## src/sv/lnpfr_pkg.sv

```systemverilog
// Shared types and constants for the link frame receiver.
`default_nettype none

package lnpfr_pkg;

    // Byte counter width; a frame is at most header, length, 255 data and checksum.
    localparam int COUNT_W = 9;
    localparam logic [COUNT_W-1:0] MAX_FRAME = 9'd258;

    localparam logic [7:0] HDR_MASK   = 8'hF8;
    localparam logic [7:0] HDR_BASE   = 8'hF0;
    localparam logic [7:0] SUM_INIT   = 8'hFF;
    localparam logic [7:0] BCAST_RST  = 8'hF0;
    localparam logic [7:0] ADDR_RST   = 8'hF1;

    // Register indexes on the configuration port (byte address bit 2).
    localparam logic REG_BROADCAST = 1'b0;
    localparam logic REG_ADDRESSED = 1'b1;

    typedef enum logic [1:0] {
        PH_HUNT = 2'd0,
        PH_LEN  = 2'd1,
        PH_DATA = 2'd2,
        PH_SUM  = 2'd3
    } phase_t;

    typedef enum logic [1:0] {
        KIND_UNKNOWN   = 2'd0,
        KIND_BROADCAST = 2'd1,
        KIND_ADDRESSED = 2'd2,
        KIND_SHORT     = 2'd3
    } kind_t;

    typedef struct packed {
        logic [7:0] broadcast_header;
        logic [7:0] addressed_header;
    } cfg_t;

    typedef struct packed {
        logic       payload_valid;
        logic [7:0] payload_byte;
        logic [7:0] payload_index;
        logic       frame_done;
        logic       checksum_ok;
        kind_t      frame_kind;
        logic [3:0] dest_host;
        logic [3:0] dest_port;
        logic [3:0] src_host;
        logic [3:0] src_port;
        logic [7:0] payload_length;
    } result_t;

endpackage

`default_nettype wire

```

## src/sv/lnpfr_cfg.sv

```systemverilog
// Configuration register file behind the APB-style port.
`default_nettype none

module lnpfr_cfg (
    input  wire logic            aclk,
    input  wire logic            aresetn,
    input  wire logic            psel,
    input  wire logic            penable,
    input  wire logic            pwrite,
    input  wire logic [2:0]      paddr,
    input  wire logic [31:0]     pwdata,
    output logic [31:0]          prdata,
    output logic                 pready,
    output lnpfr_pkg::cfg_t      cfg
);

    logic [7:0] bcast_reg, bcast_next;
    logic [7:0] addr_reg, addr_next;
    logic       wr_en;

    assign pready = 1'b1;
    assign wr_en  = psel & penable & pwrite;

    always_comb begin
        bcast_next = bcast_reg;
        addr_next  = addr_reg;
        if (wr_en) begin
            case (paddr[2])
                lnpfr_pkg::REG_BROADCAST: bcast_next = pwdata[7:0];
                lnpfr_pkg::REG_ADDRESSED: addr_next  = pwdata[7:0];
                default: ;
            endcase
        end
    end

    always_ff @(posedge aclk) begin
        if (!aresetn) begin
            bcast_reg <= lnpfr_pkg::BCAST_RST;
            addr_reg  <= lnpfr_pkg::ADDR_RST;
        end else begin
            bcast_reg <= bcast_next;
            addr_reg  <= addr_next;
        end
    end

    always_comb begin
        case (paddr[2])
            lnpfr_pkg::REG_BROADCAST: prdata = {24'd0, bcast_reg};
            lnpfr_pkg::REG_ADDRESSED: prdata = {24'd0, addr_reg};
            default:                  prdata = 32'd0;
        endcase
    end

    assign cfg.broadcast_header = bcast_reg;
    assign cfg.addressed_header = addr_reg;

endmodule

`default_nettype wire

```

## src/sv/lnpfr_parser.sv

```systemverilog
// Frame state machine, running checksum and per-byte result logic.
`default_nettype none

module lnpfr_parser #(
    parameter logic [lnpfr_pkg::COUNT_W-1:0] MAX_FRAME = lnpfr_pkg::MAX_FRAME
) (
    input  wire logic                aclk,
    input  wire logic                aresetn,
    input  wire logic                step,
    input  wire logic [7:0]          rx_byte,
    input  wire lnpfr_pkg::cfg_t     cfg,
    output lnpfr_pkg::result_t       result
);

    lnpfr_pkg::phase_t phase_reg, phase_next, phase_cur;
    logic [lnpfr_pkg::COUNT_W-1:0] byte_count_reg, byte_count_next;
    logic [lnpfr_pkg::COUNT_W-1:0] count_cur, count_inc;
    logic [lnpfr_pkg::COUNT_W-1:0] data_end_reg, data_end_next;
    logic [7:0] running_sum_reg, running_sum_next;
    logic [7:0] header_seen_reg, header_seen_next;
    logic [7:0] length_seen_reg, length_seen_next;
    logic [7:0] dest_byte_reg, dest_byte_next;
    logic [7:0] src_byte_reg, src_byte_next;
    logic [7:0] data_idx;
    logic       restart;
    lnpfr_pkg::kind_t kind;

    // Kind follows the stored header and the registers as they stand now.
    always_comb begin
        if (header_seen_reg == cfg.addressed_header) begin
            kind = (length_seen_reg < 8'd2) ? lnpfr_pkg::KIND_SHORT
                                            : lnpfr_pkg::KIND_ADDRESSED;
        end else if (header_seen_reg == cfg.broadcast_header) begin
            kind = lnpfr_pkg::KIND_BROADCAST;
        end else begin
            kind = lnpfr_pkg::KIND_UNKNOWN;
        end
    end

    always_comb begin
        // A frame that ran past the limit restarts the hunt on this byte.
        restart   = (byte_count_reg >= MAX_FRAME) ||
                    (phase_reg == lnpfr_pkg::PH_HUNT);
        phase_cur = restart ? lnpfr_pkg::PH_HUNT : phase_reg;
        count_cur = restart ? '0 : byte_count_reg;
        count_inc = count_cur + 9'd1;
        data_idx  = count_inc[7:0] - 8'd3;

        phase_next       = phase_cur;
        byte_count_next  = count_inc;
        data_end_next    = data_end_reg;
        running_sum_next = running_sum_reg + rx_byte;
        header_seen_next = header_seen_reg;
        length_seen_next = length_seen_reg;
        dest_byte_next   = dest_byte_reg;
        src_byte_next    = src_byte_reg;
        result           = '0;

        case (phase_cur)
            lnpfr_pkg::PH_HUNT: begin
                header_seen_next = rx_byte;
                running_sum_next = lnpfr_pkg::SUM_INIT + rx_byte;
                length_seen_next = 8'd0;
                data_end_next    = '0;
                dest_byte_next   = 8'd0;
                src_byte_next    = 8'd0;
                if ((rx_byte & lnpfr_pkg::HDR_MASK) == lnpfr_pkg::HDR_BASE) begin
                    phase_next = lnpfr_pkg::PH_LEN;
                end
            end
            lnpfr_pkg::PH_LEN: begin
                length_seen_next = rx_byte;
                data_end_next    = {1'b0, rx_byte} + 9'd2;
                phase_next       = (rx_byte == 8'd0) ? lnpfr_pkg::PH_SUM
                                                     : lnpfr_pkg::PH_DATA;
            end
            lnpfr_pkg::PH_DATA: begin
                if (data_idx == 8'd0) begin
                    dest_byte_next = rx_byte;
                end else if (data_idx == 8'd1) begin
                    src_byte_next = rx_byte;
                end
                // Addressed frames spend their first two data bytes on the address.
                if (kind == lnpfr_pkg::KIND_ADDRESSED || kind == lnpfr_pkg::KIND_SHORT) begin
                    if (data_idx >= 8'd2) begin
                        result.payload_valid = 1'b1;
                        result.payload_byte  = rx_byte;
                        result.payload_index = data_idx - 8'd2;
                    end
                end else begin
                    result.payload_valid = 1'b1;
                    result.payload_byte  = rx_byte;
                    result.payload_index = data_idx;
                end
                if (count_inc == data_end_reg) begin
                    phase_next = lnpfr_pkg::PH_SUM;
                end
            end
            lnpfr_pkg::PH_SUM: begin
                result.frame_done  = 1'b1;
                result.checksum_ok = (rx_byte == running_sum_reg);
                result.frame_kind  = kind;
                if (kind == lnpfr_pkg::KIND_ADDRESSED) begin
                    result.dest_host      = dest_byte_reg[7:4];
                    result.dest_port      = dest_byte_reg[3:0];
                    result.src_host       = src_byte_reg[7:4];
                    result.src_port       = src_byte_reg[3:0];
                    result.payload_length = length_seen_reg - 8'd2;
                end else if (kind != lnpfr_pkg::KIND_SHORT) begin
                    result.payload_length = length_seen_reg;
                end
                phase_next = lnpfr_pkg::PH_HUNT;
            end
            default: begin
                phase_next = lnpfr_pkg::PH_HUNT;
            end
        endcase
    end

    always_ff @(posedge aclk) begin
        if (!aresetn) begin
            phase_reg       <= lnpfr_pkg::PH_HUNT;
            byte_count_reg  <= '0;
            data_end_reg    <= '0;
            running_sum_reg <= lnpfr_pkg::SUM_INIT;
            header_seen_reg <= 8'd0;
            length_seen_reg <= 8'd0;
            dest_byte_reg   <= 8'd0;
            src_byte_reg    <= 8'd0;
        end else if (step) begin
            phase_reg       <= phase_next;
            byte_count_reg  <= byte_count_next;
            data_end_reg    <= data_end_next;
            running_sum_reg <= running_sum_next;
            header_seen_reg <= header_seen_next;
            length_seen_reg <= length_seen_next;
            dest_byte_reg   <= dest_byte_next;
            src_byte_reg    <= src_byte_next;
        end
    end

endmodule

`default_nettype wire

```

## src/sv/lnp_frame_receiver_top.sv

```systemverilog
// Link frame receiver: one received byte in, one result word out.
//
// The s_ channel takes one received link byte per word in s_tdata. Every
// accepted byte produces exactly one word on the m_ channel: m_tlast marks
// the checksum byte that ends a frame, tuser flags a payload byte and gives
// the frame kind, and tdata carries the payload byte, its index, the checksum
// verdict, address nibbles and payload length.
// Frame headers are matched against two registers on the APB-style port.
// The result word for a byte passes through the input register and then
// the result register: the frame state machine and the checksum adder
// between the two produce the word that the result register captures.
// Throughput is one byte per cycle while m_ does not stall; the per-byte
// update is the 8-bit checksum add, the byte counter and index arithmetic
// and a few compares. The input register accepts a new byte while a
// finished result still waits on m_.
// When the m_ side stalls, the result register holds and the input register
// fills; s_tready then drops until m_tready returns.
// A synchronous low aresetn empties both registers, returns the receiver to
// hunting for a header and restores the header registers to 0xF0 and 0xF1.
`default_nettype none

module lnp_frame_receiver_top #(
    parameter logic [lnpfr_pkg::COUNT_W-1:0] MAX_FRAME = lnpfr_pkg::MAX_FRAME
) (
    input  wire logic        aclk,
    input  wire logic        aresetn,
    input  wire logic        s_tvalid,
    output logic             s_tready,
    input  wire logic [7:0]  s_tdata,   // [7:0] rx_byte
    output logic             m_tvalid,
    input  wire logic        m_tready,
    // [7:0] payload_byte, [15:8] payload_index, [16] checksum_ok,
    // [20:17] dest_host, [24:21] dest_port, [28:25] src_host,
    // [32:29] src_port, [40:33] payload_length, [47:41] zero
    output logic [47:0]      m_tdata,
    output logic             m_tlast,   // frame_done
    // [0] payload_valid, [2:1] frame_kind
    output logic [2:0]       m_tuser,
    input  wire logic        psel,
    input  wire logic        penable,
    input  wire logic        pwrite,
    input  wire logic [2:0]  paddr,
    input  wire logic [31:0] pwdata,
    output logic [31:0]      prdata,
    output logic             pready
);

    lnpfr_pkg::cfg_t    cfg;
    lnpfr_pkg::result_t result;
    lnpfr_pkg::result_t out_reg;

    logic       in_valid_reg;
    logic [7:0] in_byte_reg;
    logic       out_valid_reg;
    logic       advance;

    assign advance  = in_valid_reg & (~out_valid_reg | m_tready);
    assign s_tready = ~in_valid_reg | advance;

    lnpfr_cfg u_cfg (
        .aclk    (aclk),
        .aresetn (aresetn),
        .psel    (psel),
        .penable (penable),
        .pwrite  (pwrite),
        .paddr   (paddr),
        .pwdata  (pwdata),
        .prdata  (prdata),
        .pready  (pready),
        .cfg     (cfg)
    );

    lnpfr_parser #(
        .MAX_FRAME (MAX_FRAME)
    ) u_parser (
        .aclk    (aclk),
        .aresetn (aresetn),
        .step    (advance),
        .rx_byte (in_byte_reg),
        .cfg     (cfg),
        .result  (result)
    );

    always_ff @(posedge aclk) begin
        if (!aresetn) begin
            in_valid_reg  <= 1'b0;
            out_valid_reg <= 1'b0;
        end else begin
            if (s_tvalid && s_tready) begin
                in_valid_reg <= 1'b1;
            end else if (advance) begin
                in_valid_reg <= 1'b0;
            end
            if (advance) begin
                out_valid_reg <= 1'b1;
            end else if (m_tready) begin
                out_valid_reg <= 1'b0;
            end
        end
    end

    always_ff @(posedge aclk) begin
        if (s_tvalid && s_tready) begin
            in_byte_reg <= s_tdata;
        end
        if (advance) begin
            out_reg <= result;
        end
    end

    assign m_tvalid = out_valid_reg;
    assign m_tdata  = {7'd0, out_reg.payload_length, out_reg.src_port, out_reg.src_host,
                       out_reg.dest_port, out_reg.dest_host, out_reg.checksum_ok,
                       out_reg.payload_index, out_reg.payload_byte};
    assign m_tlast  = out_reg.frame_done;
    assign m_tuser  = {out_reg.frame_kind, out_reg.payload_valid};

endmodule

`default_nettype wire

```

## config.mk

```make
export PLATFORM = sky130hd
export DESIGN_NAME = lnp_frame_receiver_top
export DESIGN_NICKNAME = d
export VERILOG_FILES = /design/src/sv/lnpfr_pkg.sv /design/src/sv/lnpfr_cfg.sv /design/src/sv/lnpfr_parser.sv /design/src/sv/lnp_frame_receiver_top.sv
export SDC_FILE = /design/constraint.sdc
export NUM_CORES = 1
export LEC_CHECK = 0
export BUFFER_PORTS_ARGS = -buffer_cell sky130_fd_sc_hd__buf_2
export CAP_MARGIN = 5
export CELL_PAD_IN_SITES_DETAIL_PLACEMENT = 0
export CELL_PAD_IN_SITES_GLOBAL_PLACEMENT = 2
export CORE_MARGIN = 2
export CORE_UTILIZATION = 37
export DETAILED_ROUTE_END_ITERATION = 8
export PLACE_DENSITY_LB_ADDON = 0.1
export SYNTH_ARGS = -nofsm -noshare
export SYNTH_HDL_FRONTEND = slang
export SYNTH_HIERARCHICAL = 1
export SYNTH_SLANG_ARGS = --single-unit
```

## constraint.sdc

```tcl
create_clock -name aclk -period 10.1 [get_ports aclk]
set_input_delay 2.02 -clock aclk [delete_from_list [all_inputs] [get_ports aclk]]
set_output_delay 2.02 -clock aclk [all_outputs]
set_load 0.01 [all_outputs]
```

==> results of run 1 <==
cell type report:
type                    count  area [µm²]  share of cell area [%]
repair buffers             83         428                    5.39
clock buffers              20         462                    5.82
multi-input cells         521        3470                    43.8
flip-flops and latches    130        3130                    39.5
inverters                  12        45.0                   0.568
diodes                      1        2.50                  0.0315
well taps                 234         293                    3.69
clock inverters            12        98.8                    1.25
cell usage in the layout (no fill, tap or decap), types with 3 or more instances in the layout:
cell / count
buf_2: 78
dfxtp_1: 77
nand2_1: 64
edfxtp_1: 53
nor2_1: 47
xnor2_1: 45
conb_1: 32
and2_1: 32
nand3_1: 30
nor2b_1: 25
a21boi_0: 24
mux2i_1: 23
clkbuf_16: 18
ha_1: 17
a21oi_1: 16
o21ai_0: 16
a22o_1: 16
xor2_1: 12
inv_1: 11
nor3_1: 10
nand4_1: 9
nor4_1: 9
mux2_2: 8
or2_2: 8
clkinv_4: 6
buf_4: 5
o21a_1: 4
nand2b_1: 4
o211a_1: 4
and4_1: 3
or3_1: 3
a21o_1: 3
a31oi_1: 3
o32ai_1: 3
nor3b_1: 3
layer usage:
layer  part of all wire (%)  global-route usage (%)  wire, µm  vias to the layer above
met5                      0                       0         0                        -
met4                    1.9                    7.05       318                        0
met3                    4.0                    4.01       681                       20
met2                     49                    29.4      8270                      112
met1                     45                    22.5      7570                     2463
li1                       -                       -         -                     2551
cells by family after synthesis:
family / share of synthesized area (%)
AOI/OAI and AO/OA: 12.4
adders and majority gates: 3.36
xor gates and xnor gates: 7.21
muxes: 4.62
and+or+nand+nor: 20.6
other: 0.163
DFF: 45.2
buffers and inverters: 6.34
cell usage after synthesis, drive strengths merged, types with 8 or more instances:
cell and count:
a21boi 26, a21oi 16, a22o 16, and2 32, buf 40, clkbuf 28, dfxtp 77, edfxtp 53
ha 17, inv 12, mux2 8, mux2i 23, nand2 64, nand3 30, nand4 9, nor2 47
nor2b 27, nor3 11, nor4 10, o21ai 18, or2 10, xnor2 45, xor2 12
through the flow:
| step | cells | util, % | total power [W] | hold WS, ps | cell area, µm² |
|---|---|---|---|---|---|
| after CTS | 1012 | 42.8 | 0.00127 | 475 | 7930 |
| after global placement | 980 | 39.8 | 0.000672 | 457 | 7370 |
| after global routing | 1012 | 42.8 | 0.00130 | 486 | 7930 |
| after floorplan | 731 | - | 0.000653 | 441 | 7040 |
| after detailed placement | 980 | 39.8 | 0.000674 | 456 | 7370 |
| final | 1013 | 42.8 | 0.00125 | 472 | 7930 |
worst max-delay path by stage:
| stage | startpoint | endpoint | slack, ps | depth (start not counted) |
|---|---|---|---|---|
| global placement | paddr[2] | prdata[2] | 5300 | 3 |
| global route | u_parser/byte_count_reg[4]$_SDFFE_PN0P_ | m_tdata[4]$_DFFE_PP_ | 4820 | 13 |
| detailed placement | paddr[2] | prdata[1] | 5290 | 3 |
| finish | u_parser/byte_count_reg[4]$_SDFFE_PN0P_ | m_tdata[2]$_DFFE_PP_ | 5220 | 13 |
| CTS | paddr[2] | prdata[1] | 5290 | 3 |
| floorplan | m_tready | u_parser/length_seen_reg[3]$_SDFFE_PN0P_ | 4500 | 7 |
power breakdown:
group / total [W] / switching [W] / internal (W)
Combinational: 0.0000825 / 0.0000493 / 0.0000332
Sequential: 0.000579 / 0.0000181 / 0.000561
Clock: 0.000584 / 0.000248 / 0.000336
Total: 0.00125 / 0.000315 / 0.000931
==> impl_metrics.py, run 1 <==
metrics = {
    "clocking": {
        "clock_tree.buffer_depth": 2,
        "cts_root_buffer": "clkbuf_16",
        "numCtsBuffers": 17,
        "cts_sinks": 130,
        "insertion_delay_ps": 420,
        "path_clk_slew_ps": 60,
        "post_cts_buffers": 0,
        "hold_buffers": 0,
        "tritoncts": "yes",
        "cts_htree_levels": 4,
        "ctsResizeCount": 0,
    },
    "global_route": {
        "grt_usage_pct": 17.7,
        "grt_pass1_vias": 5201,
        "antenna_found_initial": 0,
        "gr-total-overflow": 0,
        "grt_pass1_wl_mm": 27.5,
        "grt_max_degree": 75,
    },
    "power_and_ir_drop": {
        "power_density_nw_per_um2": 157,
        "peakVddDrop_v": 0.000104,
        "p_leak_nw": 3.00,
    },
    "critical_path": {
        "cp.required_ps": 10280,
        "rrSetupSlack_ps": 5220,
        "cp_cell_sequence": "o41ai_2 > and3_1 > and2_1 > ha_1 > nand4_1 > xnor2_1 > nand4_1 > nor4_1 > o31ai_2 > a221o_1 > o21ai_2 > inv_2 > and2_1",
        "cp_top_family": "simple AND/OR/NAND/NOR gates",
        "critPathMaxStageDelay_ps": 640,
        "r2r_cells": 13,
        "critPathMaxFanout": 15,
        "slowest_stage": "xnor2_1",
        "cp.arrival_ps": 5060,
        "crit_path_start_kind": "flop",
        "cp-end-kind": "flop",
        "timing.rr.start": "u_parser/byte_count_reg[4]$_SDFFE_PN0P_",
        "worstReg2RegEnd": "m_tdata[2]$_DFFE_PP_",
        "crit_type": "flop to flop",
        "cp_num_buf_inv": 1,
    },
    "layout": {
        "area_delta_synth_final_pct": 14.5,
        "num-nets-final": 833,
        "drive_gt1_share_pct": 18.5,
        "largest_register_ffs": 41,
        "fillers": 1818,
    },
    "yosys": {
        "netlist.area_leader.share_pct": 23.0,
        "synth_area_leaders": "edfxtp_1 23%, dfxtp_1 22%, xnor2_1 5.7%, buf_4 3.5%, nand2_1 3.5%",
        "netlist_area_um2": 6930,
        "yosys.area.top_type": "edfxtp_1",
        "synthCells": 702,
        "synth_edf_count": 53,
        "yosysWarnings": 6,
        "ys_ff_latch": 130,
        "ys.flop_type": "dfxtp_1",
        "async_reset_ff_share_pct": 0,
        "seq_area_frac_synth_pct": 45.2,
        "yosysUniqueCellTypes": 74,
        "syn_area_per_cell_um2": 9.87,
    },
    "flow_run": {
        "cap_violations": 0,
    },
    "sta": {
        "fin_setup_tns_ps": 0,
        "setup_slack_ps": 5220,
        "fmax_mhz": 205,
        "skew_ps": 7.81,
        "finalCriticalPeriod_ps": 4880,
        "finalHoldViolations": 0,
        "rsz0062_at_grt": "no",
        "worst_slew_margin_rel_pct": 39.2,
        "worstMarginPinSlew_ps": 909,
        "fin_crit_sh_pct": 48.3,
        "setup_violations": 0,
        "slew_violations": 0,
    },
    "worst_hold_path": {
        "holdPathStages": 1,
        "holdPathEnd": "u_parser/src_byte_reg[5]$_SDFFE_PN0P_",
        "worstHoldStart": "u_parser/src_byte_reg[5]$_SDFFE_PN0P_",
        "hold_class": "flop to flop",
    },
    "detailed_routing": {
        "ant_nets": 0,
        "drcViolationCount": 0,
        "drt_first_pass_iters": 4,
        "drtIter0Drc": 274,
        "vias": 5146,
        "wl_per_cell_um": 16.6,
        "viasPerCell": 5.08,
        "routed_wl_mm": 16.8,
    },
    "die": {
        "die_x_um": 141,
        "initial_core_util_pct": 37.4,
        "die-area_um2": 19800,
        "io_pins": 137,
        "die_y_um": 141,
        "rows": 50,
        "fp.coreArea_um2": 18500,
    },
    "place": {
        "place_hpwl_mm": 11.3,
        "gp_congestion": 0.764,
        "portBuffers": 78,
        "dpl_worst_slack_ps": 5290,
    },
    "status": {
        "outcome": "finished, final reports clean",
    },
}
(Power assumes the default switching activity.)
==> run 2, diff against run 1 <==
- CORE_UTILIZATION: 37 -> 35
- clock period: 10.1 -> 4.5 ns (I/O delays scaled with it)
==> run 2 against run 1 <==
Compared with the run above:
- final area rose by 3.5%
- clock skew increased by 8.3 ps
- setup slack lost 4800 ps
- largest cell class unchanged
==> impl_metrics.py, run 2 (synthesis gave the netlist of run 1 again) <==
metrics = {
    "sta": {
        "fin_setup_tns_ps": 0,
        "setup_slack_ps": 433,
        "rsz0062_at_grt": "no",
        "worst_slew_margin_rel_pct": 36.9,
        "slew_violations": 0,
        "finalHoldViolations": 0,
        "worstMarginPinSlew_ps": 943,
        "fmax_mhz": 246,
        "skew_ps": 16.1,
        "finalCriticalPeriod_ps": 4070,
        "fin_crit_sh_pct": 90.4,
        "setup_violations": 0,
    },
    "detailed_routing": {
        "ant_nets": 0,
        "drt_first_pass_iters": 5,
        "viasPerCell": 4.89,
        "vias": 5208,
        "routed_wl_mm": 17.6,
        "drtIter0Drc": 267,
        "drcViolationCount": 0,
        "wl_per_cell_um": 16.6,
    },
    "clocking": {
        "tritoncts": "yes",
        "cts_htree_levels": 4,
        "cts_root_buffer": "clkbuf_16",
        "insertion_delay_ps": 420,
        "path_clk_slew_ps": 60,
        "numCtsBuffers": 17,
        "post_cts_buffers": 0,
        "clock_tree.buffer_depth": 2,
        "hold_buffers": 0,
        "cts_sinks": 130,
    },
    "die": {
        "die_x_um": 145,
        "die_y_um": 145,
        "io_pins": 137,
        "initial_core_util_pct": 35.6,
        "rows": 51,
        "die-area_um2": 20900,
        "fp.coreArea_um2": 19500,
    },
    "layout": {
        "num-nets-final": 854,
        "antennaDiodeCount": 0,
        "layout_common_cells": "78 x buf_2, 77 x dfxtp_1, 64 x nand2_1",
        "final_common_cell": "buf_2",
        "drive_gt1_share_pct": 20.7,
        "fin_util_pct": 42.2,
        "largest_register_ffs": 41,
        "area_delta_synth_final_pct": 18.6,
    },
    "critical_path": {
        "crit_path_start_kind": "flop",
        "slowest_stage": "or4_1",
        "crit_type": "flop to flop",
        "cp.required_ps": 4830,
        "cp.arrival_ps": 4400,
        "cp_top_family": "compound AO/OA/AOI/OAI gates",
        "cp_num_buf_inv": 1,
        "cp_cell_sequence": "or4_1 > o41ai_2 > buf_4 > nand2_1 > ha_1 > or2_2 > ha_1 > a21o_1 > a21oi_1 > nor2b_1 > o21a_1 > o41a_1 > xor2_1 > o211a_1 > o31ai_1",
        "r2r_cells": 15,
        "critPathMaxFanout": 8,
        "worst-path-stages": 15,
        "cp-end-kind": "flop",
        "cpMostUsedCell": "ha_1",
        "critPathMaxStageDelay_ps": 540,
    },
    "worst_hold_path": {
        "hold_class": "flop to flop",
        "holdPathStages": 1,
    },
    "power_and_ir_drop": {
        "power_density_nw_per_um2": 365,
        "peakVddDrop_v": 0.000213,
        "p_leak_nw": 3.14,
    },
    "place": {
        "place_hpwl_mm": 12.4,
        "gp_congestion": 0.841,
        "portBuffers": 78,
        "dpl_worst_slack_ps": 391,
    },
    "global_route": {
        "grt_usage_pct": 17.6,
        "grt_pass1_wl_mm": 28.0,
        "grt_pass1_vias": 5278,
        "antenna_found_initial": 0,
        "grt_max_degree": 59,
        "gr-total-overflow": 0,
    },
    "status": {
        "outcome": "finished, final reports clean",
    },
    "flow_run": {
        "cap_violations": 0,
    },
}
[run 2: metal layers]
| metal | GRT usage [%] | wire length (µm) | part of all wire, % |
|---|---|---|---|
| met4 | 6.29 | 293 | 1.7 |
| met3 | 3.52 | 689 | 3.9 |
| met2 | 31.4 | 9090 | 52 |
| met5 | 0 | 0 | 0 |
| met1 | 21.1 | 7570 | 43 |
[run 2: per-stage QoR]
stage / power (W) / instances / cell area [µm²] / hold slack, ps
after floorplan: 0.00147 / 731 / 7040 / 441
after global placement: 0.00152 / 1032 / 7570 / 454
after detailed placement: 0.00152 / 1032 / 7570 / 456
after CTS: 0.00305 / 1064 / 8210 / 472
after global routing: 0.00312 / 1064 / 8210 / 491
final: 0.00300 / 1064 / 8210 / 470
[run 2: path summary, 6_finish.rpt]
path | slack [ps] | start | to
max reg2reg | 430 | u_parser/byte_count_reg[5]$_SDFFE_PN0P_ | u_parser/running_sum_reg[7]$_SDFFE_PN1P_
min | 470 | u_parser/dest_byte_reg[4]$_SDFFE_PN0P_ | u_parser/dest_byte_reg[4]$_SDFFE_PN0P_
max | 430 | u_parser/byte_count_reg[5]$_SDFFE_PN0P_ | u_parser/running_sum_reg[7]$_SDFFE_PN1P_
min reg2reg | 470 | u_parser/dest_byte_reg[4]$_SDFFE_PN0P_ | u_parser/dest_byte_reg[4]$_SDFFE_PN0P_
[run 2: what timing repair did]
item / in CTS / in global routing
endpoints found under the setup margin: 0 / 1
gates resized for setup: 0 / 1
hold endpoints to repair: 0 / 0
[run 2: report_power, final]
group / switching (W) / internal [W] / leakage [nW] / total, W
logic: 0.000114 / 0.0000775 / 1.71 / 0.000192
registers: 0.0000401 / 0.00126 / 1.12 / 0.00130
clock network: 0.000528 / 0.000981 / 0.308 / 0.00151
total: 0.000682 / 0.00232 / 3.14 / 0.00300
[run 2: area by class of cell]
| type | instances | area (µm²) |
|---|---|---|
| Clock inverter | 14 | 210 |
| Multi-Input combinational cell | 521 | 3480 |
| Fill cell | 1919 | 11200 |
| Clock buffer | 18 | 429 |
| Tap cell | 265 | 332 |
| Timing Repair Buffer | 104 | 586 |
| Sequential cell | 130 | 3130 |
| Inverter | 12 | 45.0 |
